===== config.mk =====
export PLATFORM = sky130hd
export DESIGN_NAME = wildcard_signature_scan_core
export DESIGN_NICKNAME = d
export VERILOG_FILES = /design/src/rtl/core/wss_pkg.sv /design/src/rtl/core/wss_csr.sv /design/src/rtl/core/wildcard_signature_scan_core.sv
export SDC_FILE = /design/constraint.sdc
export NUM_CORES = 2
export LEC_CHECK = 0
export ABC_AREA = 1
export BUFFER_PORTS_ARGS = -buffer_cell sky130_fd_sc_hd__buf_4
export CORE_MARGIN = 4
export CORE_UTILIZATION = 51
export CTS_CLUSTER_DIAMETER = 200
export DETAILED_ROUTE_END_ITERATION = 16
export PLACE_DENSITY = 0.69
export SLEW_MARGIN = 10
export SYNTH_ARGS = -nofsm -noshare
export SYNTH_HDL_FRONTEND = slang
export SYNTH_SLANG_ARGS = --single-unit

===== constraint.sdc =====
create_clock -name clock -period 5.7 [get_ports clock]
set_input_delay 1.14 -clock clock [delete_from_list [all_inputs] [get_ports clock]]
set_output_delay 1.14 -clock clock [all_outputs]
set_load 0.01 [all_outputs]

===== src/rtl/core/wss_pkg.sv =====
// ----------------------------------------------------------------------------
// Wildcard signature scan: shared types and constants
// Payload structs for the byte and result channels, the configuration
// register set and the CSR index codes.
// ----------------------------------------------------------------------------
package wss_pkg;

   localparam int MAX_PATTERN_BYTES_DEFAULT = 16;
   localparam int CFG_PATTERN_SLOTS         = 16;

   localparam int CSR_ADDR_W  = 6;
   localparam int CSR_DATA_W  = 64;
   localparam int CSR_INDEX_W = 3;

   typedef enum logic [CSR_INDEX_W-1:0] {
      CSR_PATTERN_LOW  = 3'd0,
      CSR_PATTERN_HIGH = 3'd1,
      CSR_CARE_MASK    = 3'd2,
      CSR_PATTERN_LEN  = 3'd3,
      CSR_SEARCH_START = 3'd4,
      CSR_SEARCH_END   = 3'd5
   } csr_index_type;

   typedef struct packed {
      logic [7:0]  byte_value;
      logic [63:0] byte_address;
      logic        region_first;
      logic        search_last;
   } req_payload_type;

   typedef struct packed {
      logic        found;
      logic [63:0] match_address;
      logic        range_error;
   } rsp_payload_type;

   typedef struct packed {
      logic [63:0] pattern_bytes_low;
      logic [63:0] pattern_bytes_high;
      logic [15:0] care_mask;
      logic [4:0]  pattern_length;
      logic [63:0] search_start;
      logic [63:0] search_end;
   } cfg_type;

endpackage


===== src/rtl/core/wss_csr.sv =====
// ----------------------------------------------------------------------------
// Wildcard signature scan: configuration registers
// APB-style register file holding pattern, care mask, length and the
// search window bounds; registers sit at 8-byte strides.
// ----------------------------------------------------------------------------
module wss_csr (
   input  logic                               clock,
   input  logic                               reset,
   input  logic                               csr_psel,
   input  logic                               csr_penable,
   input  logic                               csr_pwrite,
   input  logic [wss_pkg::CSR_ADDR_W-1:0]     csr_paddr,
   input  logic [wss_pkg::CSR_DATA_W-1:0]     csr_pwdata,
   output logic [wss_pkg::CSR_DATA_W-1:0]     csr_prdata,
   output logic                               csr_pready,
   output wss_pkg::cfg_type                   cfg
);
   import wss_pkg::*;

   cfg_type       cfg_ff;
   cfg_type       cfg_in;
   logic          write_en;
   csr_index_type index;

   assign write_en   = csr_psel && csr_penable && csr_pwrite;
   assign index      = csr_index_type'(csr_paddr[CSR_ADDR_W-1:CSR_ADDR_W-CSR_INDEX_W]);
   assign csr_pready = 1'b1;
   assign cfg        = cfg_ff;

   always_comb begin
      cfg_in = cfg_ff;
      if (write_en) begin
         case (index)
            CSR_PATTERN_LOW:  cfg_in.pattern_bytes_low  = csr_pwdata;
            CSR_PATTERN_HIGH: cfg_in.pattern_bytes_high = csr_pwdata;
            CSR_CARE_MASK:    cfg_in.care_mask          = csr_pwdata[15:0];
            CSR_PATTERN_LEN:  cfg_in.pattern_length     = csr_pwdata[4:0];
            CSR_SEARCH_START: cfg_in.search_start       = csr_pwdata;
            CSR_SEARCH_END:   cfg_in.search_end         = csr_pwdata;
            default:          cfg_in = cfg_ff;
         endcase
      end
   end

   always_comb begin
      case (index)
         CSR_PATTERN_LOW:  csr_prdata = cfg_ff.pattern_bytes_low;
         CSR_PATTERN_HIGH: csr_prdata = cfg_ff.pattern_bytes_high;
         CSR_CARE_MASK:    csr_prdata = {48'd0, cfg_ff.care_mask};
         CSR_PATTERN_LEN:  csr_prdata = {59'd0, cfg_ff.pattern_length};
         CSR_SEARCH_START: csr_prdata = cfg_ff.search_start;
         CSR_SEARCH_END:   csr_prdata = cfg_ff.search_end;
         default:          csr_prdata = '0;
      endcase
   end

   always_ff @(posedge clock) begin
      if (reset) begin
         cfg_ff.pattern_bytes_low  <= 64'd0;
         cfg_ff.pattern_bytes_high <= 64'd0;
         cfg_ff.care_mask          <= 16'hFFFF;
         cfg_ff.pattern_length     <= 5'd1;
         cfg_ff.search_start       <= 64'd0;
         cfg_ff.search_end         <= 64'd0;
      end else begin
         cfg_ff <= cfg_in;
      end
   end

endmodule


===== src/rtl/core/wildcard_signature_scan_core.sv =====
// ----------------------------------------------------------------------------
// Wildcard signature scan core
// Slides a byte window over a memory stream and latches the first in-range
// match of a masked byte pattern; reports it on the last byte of a search.
//
//   channel   direction  handshake          content
//   req_      in         valid / stall      one memory byte with address, flags
//   rsp_      out        valid / stall      found, match address, range error
//   csr_      in         APB-style          pattern, care mask, length, bounds
//
// One byte is taken every cycle while req_stall is low; the input register
// and the result register bracket a single compare stage, so a byte marked
// search_last passes through both, input register first, before rsp_valid rises.
// rsp_stall only holds the input when a byte marked search_last finds the
// result register still occupied; other bytes keep flowing.
// Reset is synchronous; the pattern window needs no clearing since the fill
// count gates every compare.
// ----------------------------------------------------------------------------
module wildcard_signature_scan_core #(
   parameter int MAX_PATTERN_BYTES = wss_pkg::MAX_PATTERN_BYTES_DEFAULT
) (
   input  logic                               clock,
   input  logic                               reset,
   input  logic                               req_valid,
   output logic                               req_stall,
   input  wss_pkg::req_payload_type           req_payload,
   output logic                               rsp_valid,
   input  logic                               rsp_stall,
   output wss_pkg::rsp_payload_type           rsp_payload,
   input  logic                               csr_psel,
   input  logic                               csr_penable,
   input  logic                               csr_pwrite,
   input  logic [wss_pkg::CSR_ADDR_W-1:0]     csr_paddr,
   input  logic [wss_pkg::CSR_DATA_W-1:0]     csr_pwdata,
   output logic [wss_pkg::CSR_DATA_W-1:0]     csr_prdata,
   output logic                               csr_pready
);
   import wss_pkg::*;

   localparam int LIM    = (MAX_PATTERN_BYTES < CFG_PATTERN_SLOTS) ?
                           MAX_PATTERN_BYTES : CFG_PATTERN_SLOTS;
   localparam int FILL_W = $clog2(LIM + 1);

   cfg_type cfg;

   wss_csr u_csr (
      .clock       (clock),
      .reset       (reset),
      .csr_psel    (csr_psel),
      .csr_penable (csr_penable),
      .csr_pwrite  (csr_pwrite),
      .csr_paddr   (csr_paddr),
      .csr_pwdata  (csr_pwdata),
      .csr_prdata  (csr_prdata),
      .csr_pready  (csr_pready),
      .cfg         (cfg)
   );

   // input stage
   logic            s1_valid_ff, s1_valid_in;
   req_payload_type s1_payload_ff, s1_payload_in;
   logic [63:0]     s1_mstart_ff, s1_mstart_in;

   // search state
   logic [7:0]        window_ff [LIM];
   logic [7:0]        window_in [LIM];
   logic [FILL_W-1:0] fill_ff, fill_in;
   logic              seen_ff, seen_in;
   logic [63:0]       first_addr_ff, first_addr_in;

   // result stage
   logic            rsp_valid_ff, rsp_valid_in;
   rsp_payload_type rsp_payload_ff, rsp_payload_in;

   logic              accept;
   logic              rsp_slot_free;
   logic              s1_go;
   logic [FILL_W-1:0] len_eff;
   logic [FILL_W-1:0] fill_base;
   logic [FILL_W-1:0] fill_next;
   logic [127:0]      pat_bytes;
   logic [LIM-1:0]    len_match;
   logic              hit;
   logic              in_range;
   logic              new_match;
   logic              seen_next;
   logic [63:0]       addr_next;
   logic              range_err;

   // effective pattern length: zero acts as one, clip to the window size
   always_comb begin
      if (cfg.pattern_length == 5'd0) begin
         len_eff = FILL_W'(1);
      end else if (cfg.pattern_length > 5'(LIM)) begin
         len_eff = FILL_W'(LIM);
      end else begin
         len_eff = cfg.pattern_length[FILL_W-1:0];
      end
   end

   assign rsp_slot_free = !rsp_valid_ff || !rsp_stall;
   assign s1_go         = s1_valid_ff && (!s1_payload_ff.search_last || rsp_slot_free);
   assign req_stall     = s1_valid_ff && !s1_go;
   assign accept        = req_valid && !req_stall;
   assign range_err     = cfg.search_end <= cfg.search_start;
   assign pat_bytes     = {cfg.pattern_bytes_high, cfg.pattern_bytes_low};

   // input register; match start is precomputed here to shorten the stage
   always_comb begin
      s1_valid_in   = req_stall ? s1_valid_ff : req_valid;
      s1_payload_in = accept ? req_payload : s1_payload_ff;
      s1_mstart_in  = accept ? (req_payload.byte_address - (64'(len_eff) - 64'd1))
                             : s1_mstart_ff;
   end

   // window after taking the current byte, index 0 newest
   always_comb begin
      for (int k = 0; k < LIM; k++) begin
         if (!s1_go) begin
            window_in[k] = window_ff[k];
         end else if (k == 0) begin
            window_in[k] = s1_payload_ff.byte_value;
         end else begin
            window_in[k] = window_ff[(k > 0) ? k - 1 : 0];
         end
      end
   end

   assign fill_base = s1_payload_ff.region_first ? '0 : fill_ff;
   assign fill_next = (fill_base < FILL_W'(LIM)) ? fill_base + FILL_W'(1) : fill_base;

   // one masked compare per candidate length, then pick the configured one
   always_comb begin
      logic ok;
      ok = 1'b1;
      for (int l = 1; l <= LIM; l++) begin
         ok = 1'b1;
         for (int j = 0; j < l; j++) begin
            if (cfg.care_mask[j] && (window_in[l-1-j] != pat_bytes[8*j +: 8])) begin
               ok = 1'b0;
            end
         end
         len_match[l-1] = ok;
      end
   end

   always_comb begin
      hit = 1'b0;
      for (int l = 1; l <= LIM; l++) begin
         if (len_eff == FILL_W'(l)) begin
            hit = len_match[l-1];
         end
      end
   end

   assign in_range  = (s1_mstart_ff >= cfg.search_start) && (s1_mstart_ff < cfg.search_end);
   assign new_match = !seen_ff && (fill_next >= len_eff) && in_range && hit;
   assign seen_next = seen_ff || new_match;
   assign addr_next = new_match ? s1_mstart_ff : first_addr_ff;

   always_comb begin
      fill_in       = fill_ff;
      seen_in       = seen_ff;
      first_addr_in = first_addr_ff;
      if (s1_go) begin
         if (s1_payload_ff.search_last) begin
            // drop the search state once its result is out
            fill_in       = '0;
            seen_in       = 1'b0;
            first_addr_in = 64'd0;
         end else begin
            fill_in       = fill_next;
            seen_in       = seen_next;
            first_addr_in = addr_next;
         end
      end
   end

   always_comb begin
      rsp_valid_in   = rsp_valid_ff;
      rsp_payload_in = rsp_payload_ff;
      if (rsp_slot_free) begin
         rsp_valid_in = s1_go && s1_payload_ff.search_last;
      end
      if (s1_go && s1_payload_ff.search_last) begin
         rsp_payload_in.found         = seen_next;
         rsp_payload_in.match_address = seen_next ? addr_next : 64'd0;
         rsp_payload_in.range_error   = range_err;
      end
   end

   always_ff @(posedge clock) begin
      if (reset) begin
         s1_valid_ff   <= 1'b0;
         fill_ff       <= '0;
         seen_ff       <= 1'b0;
         first_addr_ff <= 64'd0;
         rsp_valid_ff  <= 1'b0;
      end else begin
         s1_valid_ff   <= s1_valid_in;
         fill_ff       <= fill_in;
         seen_ff       <= seen_in;
         first_addr_ff <= first_addr_in;
         rsp_valid_ff  <= rsp_valid_in;
      end
   end

   always_ff @(posedge clock) begin
      s1_payload_ff  <= s1_payload_in;
      s1_mstart_ff   <= s1_mstart_in;
      rsp_payload_ff <= rsp_payload_in;
      for (int k = 0; k < LIM; k++) begin
         window_ff[k] <= window_in[k];
      end
   end

   assign rsp_valid   = rsp_valid_ff;
   assign rsp_payload = rsp_payload_ff;

endmodule

### Word-level counts from Yosys, hierarchy flattened

Memory sizes are Yosys's and may differ from the RTL's.
Cells that the tools add are included.

* register bits: 489
* memory bits (writable): 128
* input port bits: 151
* output and inout bits: 133
* logic and storage cells: 525
* memories kept: 1

* add/sub/neg operators: 3
* order comparisons: 6
* equal/unequal tests: 157
* muxes and demuxes: 177
* reduce and logical (&&, ||, !) cells: 163

Memory list
* window_ff: depth 16, bits a word 8, rd ports 16, clocked after memory_dff 0, wr ports 16, line wildcard_signature_scan_core.sv:65 `logic [7:0] window_ff [LIM];`

Operator list (number)
* $ne 8x8->1: 136
* $pmux 64 s6: 1
* $mux 1: 153
* $logic_and 1x1->1: 146
* $mux 64: 2
* $mux 8: 16
* $ge 64x64->1: 1
* $le 64x64->1: 1
* $lt 64x64->1: 1
* $sub 64x64->64: 1
* $eq 5x4->1 const B: 8
* $mux 5: 5
* $eq 5x3->1 const B: 4
* $reduce_and 2->1: 6
* $eq 5x2->1 const B: 2
* $eq 3x2->1 const B: 2
* $eq 3x3->1 const B: 2
* $logic_not 1->1: 6
* $sub 5x1->6 const B: 1
* $add 5x1->5 const B: 1
* $eq 5x1->1 const B: 1
* $eq 5x5->1 const B: 1
* $ge 5x5->1: 1
* $gt 5x5->1 const B: 1
* 5 further kinds: 7

### Depth between registers and ports, before layout

* word-level depth: 27
* depth in mapped cells: 36
* mapped depth without buffers: 32

### By module

A second synthesis with hierarchy kept.

* cells, all modules: 7583
* area, all modules: 49691.4 um^2

Modules (own cells, without submodules)
* wildcard_signature_scan_core: times used 1, cells each 5357, area an instance 36243.5 um^2, sequential area each 8207.9 um^2
* wss_csr: times used 1, cells each 2226, area an instance 13447.9 um^2, sequential area each 5545.3 um^2

### Least setup slack after synthesis

Ideal clock, no wire load.

* path type: input to register
* start point: in rsp_stall
* end point: reg s1_mstart_ff[0] (enable)
* library setup time: 0.506 ns
* data arrival time: 4.483 ns
* required time: 5.194 ns
* slack: 0.710 ns
* stages: 5
* path buffers: 0
* path through: nand2_1 inv_1 nand3_1 inv_1 nor2_1

* word-level cells in the longest chain between the ends: 8

Ends and longest elaborated chain
* from (decl): line wildcard_signature_scan_core.sv:28 `input logic rsp_stall,`
* $logic_not 1->1: line wildcard_signature_scan_core.sv:101 `assign rsp_slot_free = !rsp_valid_ff || !rsp_stall;`
* $logic_or 1x1->1: line wildcard_signature_scan_core.sv:101
* $logic_or 1x1->1: line wildcard_signature_scan_core.sv:102 `assign s1_go = s1_valid_ff && (!s1_payload_ff.search_last || rsp_slot_free);`
* $logic_and 1x1->1: line wildcard_signature_scan_core.sv:102
* $logic_not 1->1
* $logic_and 1x1->1: line wildcard_signature_scan_core.sv:103 `assign req_stall = s1_valid_ff && !s1_go;`
* net req_stall: line wildcard_signature_scan_core.sv:25 `output logic req_stall,`
* $logic_not 1->1: line wildcard_signature_scan_core.sv:104 `assign accept = req_valid && !req_stall;`
* $logic_and 1x1->1: line wildcard_signature_scan_core.sv:104
* net accept: line wildcard_signature_scan_core.sv:75 `logic accept;`
* to (signal assigned): line wildcard_signature_scan_core.sv:210 `s1_mstart_ff <= s1_mstart_in;`
* to (decl): line wildcard_signature_scan_core.sv:62 `logic [63:0] s1_mstart_ff, s1_mstart_in;`

The timed path passes the listed nets, and every way through them passes these cells.
A chain may end at the register's enable or synchronous reset.

### Worst setup path in the final report

* start point: reg s1_payload_ff[0] in the netlist's numbering
* end point: reg first_addr_ff[40]

* word-level cells in the longest chain between the ends: 26
* elaborated cells between the ends (all ways): 446
* classes of those cells: eq/ne (136); mux (170); reduce/logical (140)

Ends and longest elaborated chain
* from (decl): line wildcard_signature_scan_core.sv:61 `req_payload_type s1_payload_ff, s1_payload_in;`
* from (signal assigned): line wildcard_signature_scan_core.sv:209 `s1_payload_ff <= s1_payload_in;`
* $logic_not 1->1: line wildcard_signature_scan_core.sv:102
* $logic_or 1x1->1: line wildcard_signature_scan_core.sv:102
* $logic_and 1x1->1: line wildcard_signature_scan_core.sv:102
* $mux 8: line wildcard_signature_scan_core.sv:119 `if (!s1_go) begin`
* $ne 8x8->1: line wildcard_signature_scan_core.sv:139 `if (cfg.care_mask[j] && (window_in[l-1-j] != pat_bytes[8*j +: 8])) begin`
* $logic_and 1x1->1: line wildcard_signature_scan_core.sv:139
* $mux 1: line wildcard_signature_scan_core.sv:139
* $mux 1 (on tied branches) (15 in series): line wildcard_signature_scan_core.sv:150, wildcard_signature_scan_core.sv:139
* $mux 1: line wildcard_signature_scan_core.sv:150 `if (len_eff == FILL_W'(l)) begin`
* $logic_and 1x1->1: line wildcard_signature_scan_core.sv:157 `assign new_match = !seen_ff && (fill_next >= len_eff) && in_range && hit;`
* $mux 64: line wildcard_signature_scan_core.sv:159 `assign addr_next = new_match ? s1_mstart_ff : first_addr_ff;`
* $mux 64: line wildcard_signature_scan_core.sv:166 `if (s1_payload_ff.search_last) begin`
* to (signal assigned): line wildcard_signature_scan_core.sv:203 `first_addr_ff <= first_addr_in;`
* to (decl): line wildcard_signature_scan_core.sv:69 `logic [63:0] first_addr_ff, first_addr_in;`

Several ways; a longest one is shown, not always the timed one.

==> results.txt <==
The run finished with clean final reports. The number of optimization iterations in the first detailed-route pass is 7. The die is 310.3 um tall. The CTS buffer count came out at 73.

The count of unresolved DRC violations after routing is 0. The worst endpoint data arrival time is 6.26 ns. In the post-synthesis netlist, the cell with the most instances is sky130_fd_sc_hd__nand2_1. The leakage power figure is 23.63 nW. The beginning of the worst register-to-register path is s1_payload_ff[0]. The via count of the routed design is about 53,000.

The share of the cycle needed by the critical path after routing is 0.9997. The worst reg-to-reg setup slack is 0.002 ns. The count of nets left with antenna violations once routing finished came out at 0. The number of global-route vias before repair came to 48,868. The initial antenna violation count was 30. The netlist area before placement came out at approximately 47,000 um2. For this run, the top clock speed supported by timing is 175.5 MHz. The area of the die is 96,290 um2. Setup violations remaining at the end of the flow were counted as 0. In this run the worst hold path is classified as reg -> reg. The number of DRC markers after the initial detailed-route iteration came out at about 8,400. The cell sitting at the root of the clock tree is a sky130_fd_sc_hd__clkbuf_16. The number of pins with negative max-slew slack in the final report is 0. The number of hold buffers added after CTS was 0. Across all setup checks in the final design, the least slack found is 0.001994 ns. The number of input and output port buffers inserted is 279.

The tightest slew margin relative to the limit came out at 0.1078. The max-cap check violation count came out at 0. The share of power burned in the clock network is 0.301.

At the end of the flow the core is filled with cells to 0.5974. In the synthesized netlist the dominant register cell turns out to be sky130_fd_sc_hd__dfxtp_1. The clock-pin transition on the worst setup and hold timing paths came out at around 0.060 ns. The largest net degree at the start of global routing is 176. The actual slew at the worst max-slew pin is ~1.3 ns. The routed wire length is approximately 250,000 um. The portion of synthesized cell area occupied by the leading cell type came out at 0.2049. In this run the most critical hold path is launched from first_addr_ff[3]. TritonCTS built the clock tree. The clock period minus worst slack is 5.698 ns. The count of flip-flops with a built-in enable after synthesis came out at 140. The sequential area share after synthesis came out at 0.2951. The clock insertion delay at the later pin of the skew report came out at approximately 0.70 ns.

The worst path required time is ~6.3 ns. The die extent in x is 310.3 um. After the last flow step, the layout net total stands at 7,342. The number of instances resized during post-cts repair is 0. The critical path class is reg -> reg. Tracing the worst setup path back leads to its startpoint at s1_payload_ff[0].

Of all nets on the critical path, the largest fanout is 48. The setup TNS is 0 ns. The depth of the CTS H-tree is 3. The fraction of power consumed by combinational cells came out at 0.385. STA classifies the critical path startpoint as a flip-flop. Detailed placement ended at an HPWL of 180,400 um. Measured in cells, the most critical reg-to-reg path has a length of 21.

The switching share of total power came out at 0.4090. Setup repair after global routing left no endpoint under its margin. The leftover overflow at the end of global routing is 0. The net switching power figure came out at 6.702 mW.

The share of layout cells above drive strength 1 came out at 0.1309. The congestion estimate from routability-driven global placement came to about 1.1. The average detailed-routed wire length per instance came out at 29.98 um.

Row generation in the floorplan step produced 110 rows. After detailed routing, the number of vias per cell comes to 6.488. The number of standard cells in the layout, taps in and fillers out is slightly above 8,000.

Post-CTS timing repair inserted 0 buffers for setup. In the post-synthesis netlist, the biggest area contributors are sky130_fd_sc_hd__dfxtp_1 (20%), sky130_fd_sc_hd__nand2_1 (14%), sky130_fd_sc_hd__xor2_1 (11%), sky130_fd_sc_hd__edfxtp_1 (9.0%), sky130_fd_sc_hd__ha_1 (7.1%). The endpoint of the most critical register-to-register path is first_addr_ff[40]. The commonest cells after synthesis are sky130_fd_sc_hd__nand2_1 (1,745), sky130_fd_sc_hd__a21oi_1 (610), sky130_fd_sc_hd__xor2_1 (570). Dividing total power by cell area gives a power density of 303.8 nW/um2. For this design the top-level I/O count stands at 284. The worst ir drop on vdd came out at 0.0002063 V. The placeable core region came out at ~90,000 um2.

Of the total power, registers draw 0.314. The first global-routing pass estimated 345,500 um of wire. The minimum setup slack after placement is 0.1279 ns. After synthesis, the netlist uses slightly above 60 different library cells. The total global-route track usage is 0.4963. In this run the worst setup path terminates at first_addr_ff[40]. The maximum clock path buffer count came out at 3. The total instance count after detailed placement is 8,026. The register bit total from synthesis is 617. The average cell area after synthesis is 7.087 um2.

The worst-case clock skew is 0.05059 ns. The signed area change from the synthesized netlist to the final layout came out at 15.72%. The internal portion of total power is 9.684 mW. The number of sinks handled by clock tree synthesis came out at 617. STA classifies the critical path endpoint as a flip-flop. The fraction of synthesis flops using an asynchronous set or reset pin is 0. The final-report hold violation count is 0.

The gate count of the mapped netlist came out at 6,576. The total number of yosys warnings came out at 0. The initial utilization of the core area, before any placement, comes to 0.5162.

The largest area contributor in the netlist is sky130_fd_sc_hd__dfxtp_1.
## stage by stage
| step | total power, mW | hold slack, ns | area, um2 |
|---|---|---|---|
| floorplan | 8.588 | 0.4395 | 46820 |
| CTS | 15.89 | 0.4665 | 53870 |
| global placement | 10.98 | 0.4512 | 51400 |
| global route | 16.88 | 0.4829 | 53890 |
| detailed placement | 11.03 | 0.4573 | 51400 |
| finish | 16.39 | 0.4639 | 53930 |
## flip-flops by register name (all words and copies together) (netlist names)
name           cells
u_csr.cfg        277
window_ff        128
rsp_payload       66
first_addr_ff     64
s1_mstart_ff      64
s1_payload_ff     10
fill_ff            5
rsp_valid          1
s1_valid_ff        1
seen_ff            1
## cells in the final DEF, fill, tap and decap left out, drive strengths merged, types with 188 or more instances in the layout
cell and count:
o21ai 452, ha 265, nand2 1770, nand3 229, nand4 188, buf 626, nor2 325, a21oi 610
inv 505, xor2 570, dfxtp 477
## area by class of cell
cell class | count | area [um2]
antenna | 22 | 55.05
clock buffer | 99 | 2078
clock inverter | 33 | 395.4
fill | 8461 | 36350
inverter | 540 | 2038
multi-input combinational | 5067 | 29080
sequential | 617 | 13750
tap | 1176 | 1471
timing repair buffer | 626 | 5062
## layer usage
layer,GRT usage,vias to the layer above,routed length [um]
li1,-,22952,-
met1,0.5990,24533,87800
met2,0.6894,4285,96260
met3,0.2137,1287,36510
met4,0.3881,14,24380
met5,0.008412,-,248
## cells by family (layout without fill, tap and decap cells)
| family | count (synthesis) | count (layout) | share of synthesized area |
|---|---|---|---|
| AND/OR/NAND/NOR | 2654 | 2654 | 0.2440 |
| adder cells (fa/ha/maj) | 266 | 266 | 0.07157 |
| buffers and inverters | 950 | 1298 | 0.08719 |
| AO/OA/AOI/OAI | 1495 | 1495 | 0.1907 |
| other | 1 | 81 | 0.00008046 |
| flip-flops | 617 | 617 | 0.2951 |
| XOR/XNOR | 593 | 593 | 0.1114 |
## power by group through the flow
stage	logic (mW)	registers [mW]	clock network, mW
final	6.31	5.14	4.94
after CTS	5.87	5.11	4.91
after detailed placement	5.84	5.20	0
after floorplan	3.54	5.05	0
after global routing	6.63	5.15	5.10
after global placement	5.78	5.19	0
## worst min-delay path by stage
stage                        end  slack, ns  depth (start not counted)
3_5_place_dp          fill_ff[1]       0.46                          2
3_3_place_gp    window_ff[1][56]       0.45                          2
4_1_cts        first_addr_ff[28]       0.47                          2
2_1_floorplan   window_ff[1][56]       0.44                          2
5_1_grt         first_addr_ff[0]       0.48                          2
6_report        first_addr_ff[3]       0.46                          2
## worst max-delay path: stages, from the launching register on
cell	delay (ns)
sky130_fd_sc_hd__edfxtp_1	0.62
sky130_fd_sc_hd__nand3_4	0.22
sky130_fd_sc_hd__nand2_8	0.21
sky130_fd_sc_hd__buf_12	0.31
sky130_fd_sc_hd__o21ai_2	1.03
sky130_fd_sc_hd__o21ai_0	0.19
sky130_fd_sc_hd__nor4_1	0.39
sky130_fd_sc_hd__a41oi_1	0.37
sky130_fd_sc_hd__nor2_1	0.19
sky130_fd_sc_hd__buf_4	0.15
sky130_fd_sc_hd__nand3_1	0.27
sky130_fd_sc_hd__a21oi_1	0.22
sky130_fd_sc_hd__nand2_1	0.17
sky130_fd_sc_hd__nand2_1	0.10
sky130_fd_sc_hd__nand2_1	0.08
sky130_fd_sc_hd__nand2_4	0.16
sky130_fd_sc_hd__buf_12	0.20
sky130_fd_sc_hd__buf_12	0.16
sky130_fd_sc_hd__nand3_2	0.07
sky130_fd_sc_hd__nand2_1	0.12
sky130_fd_sc_hd__nand2_1	0.08
sky130_fd_sc_hd__a21oi_1	0.17
Note: power is estimated with default switching activity, not from simulation.
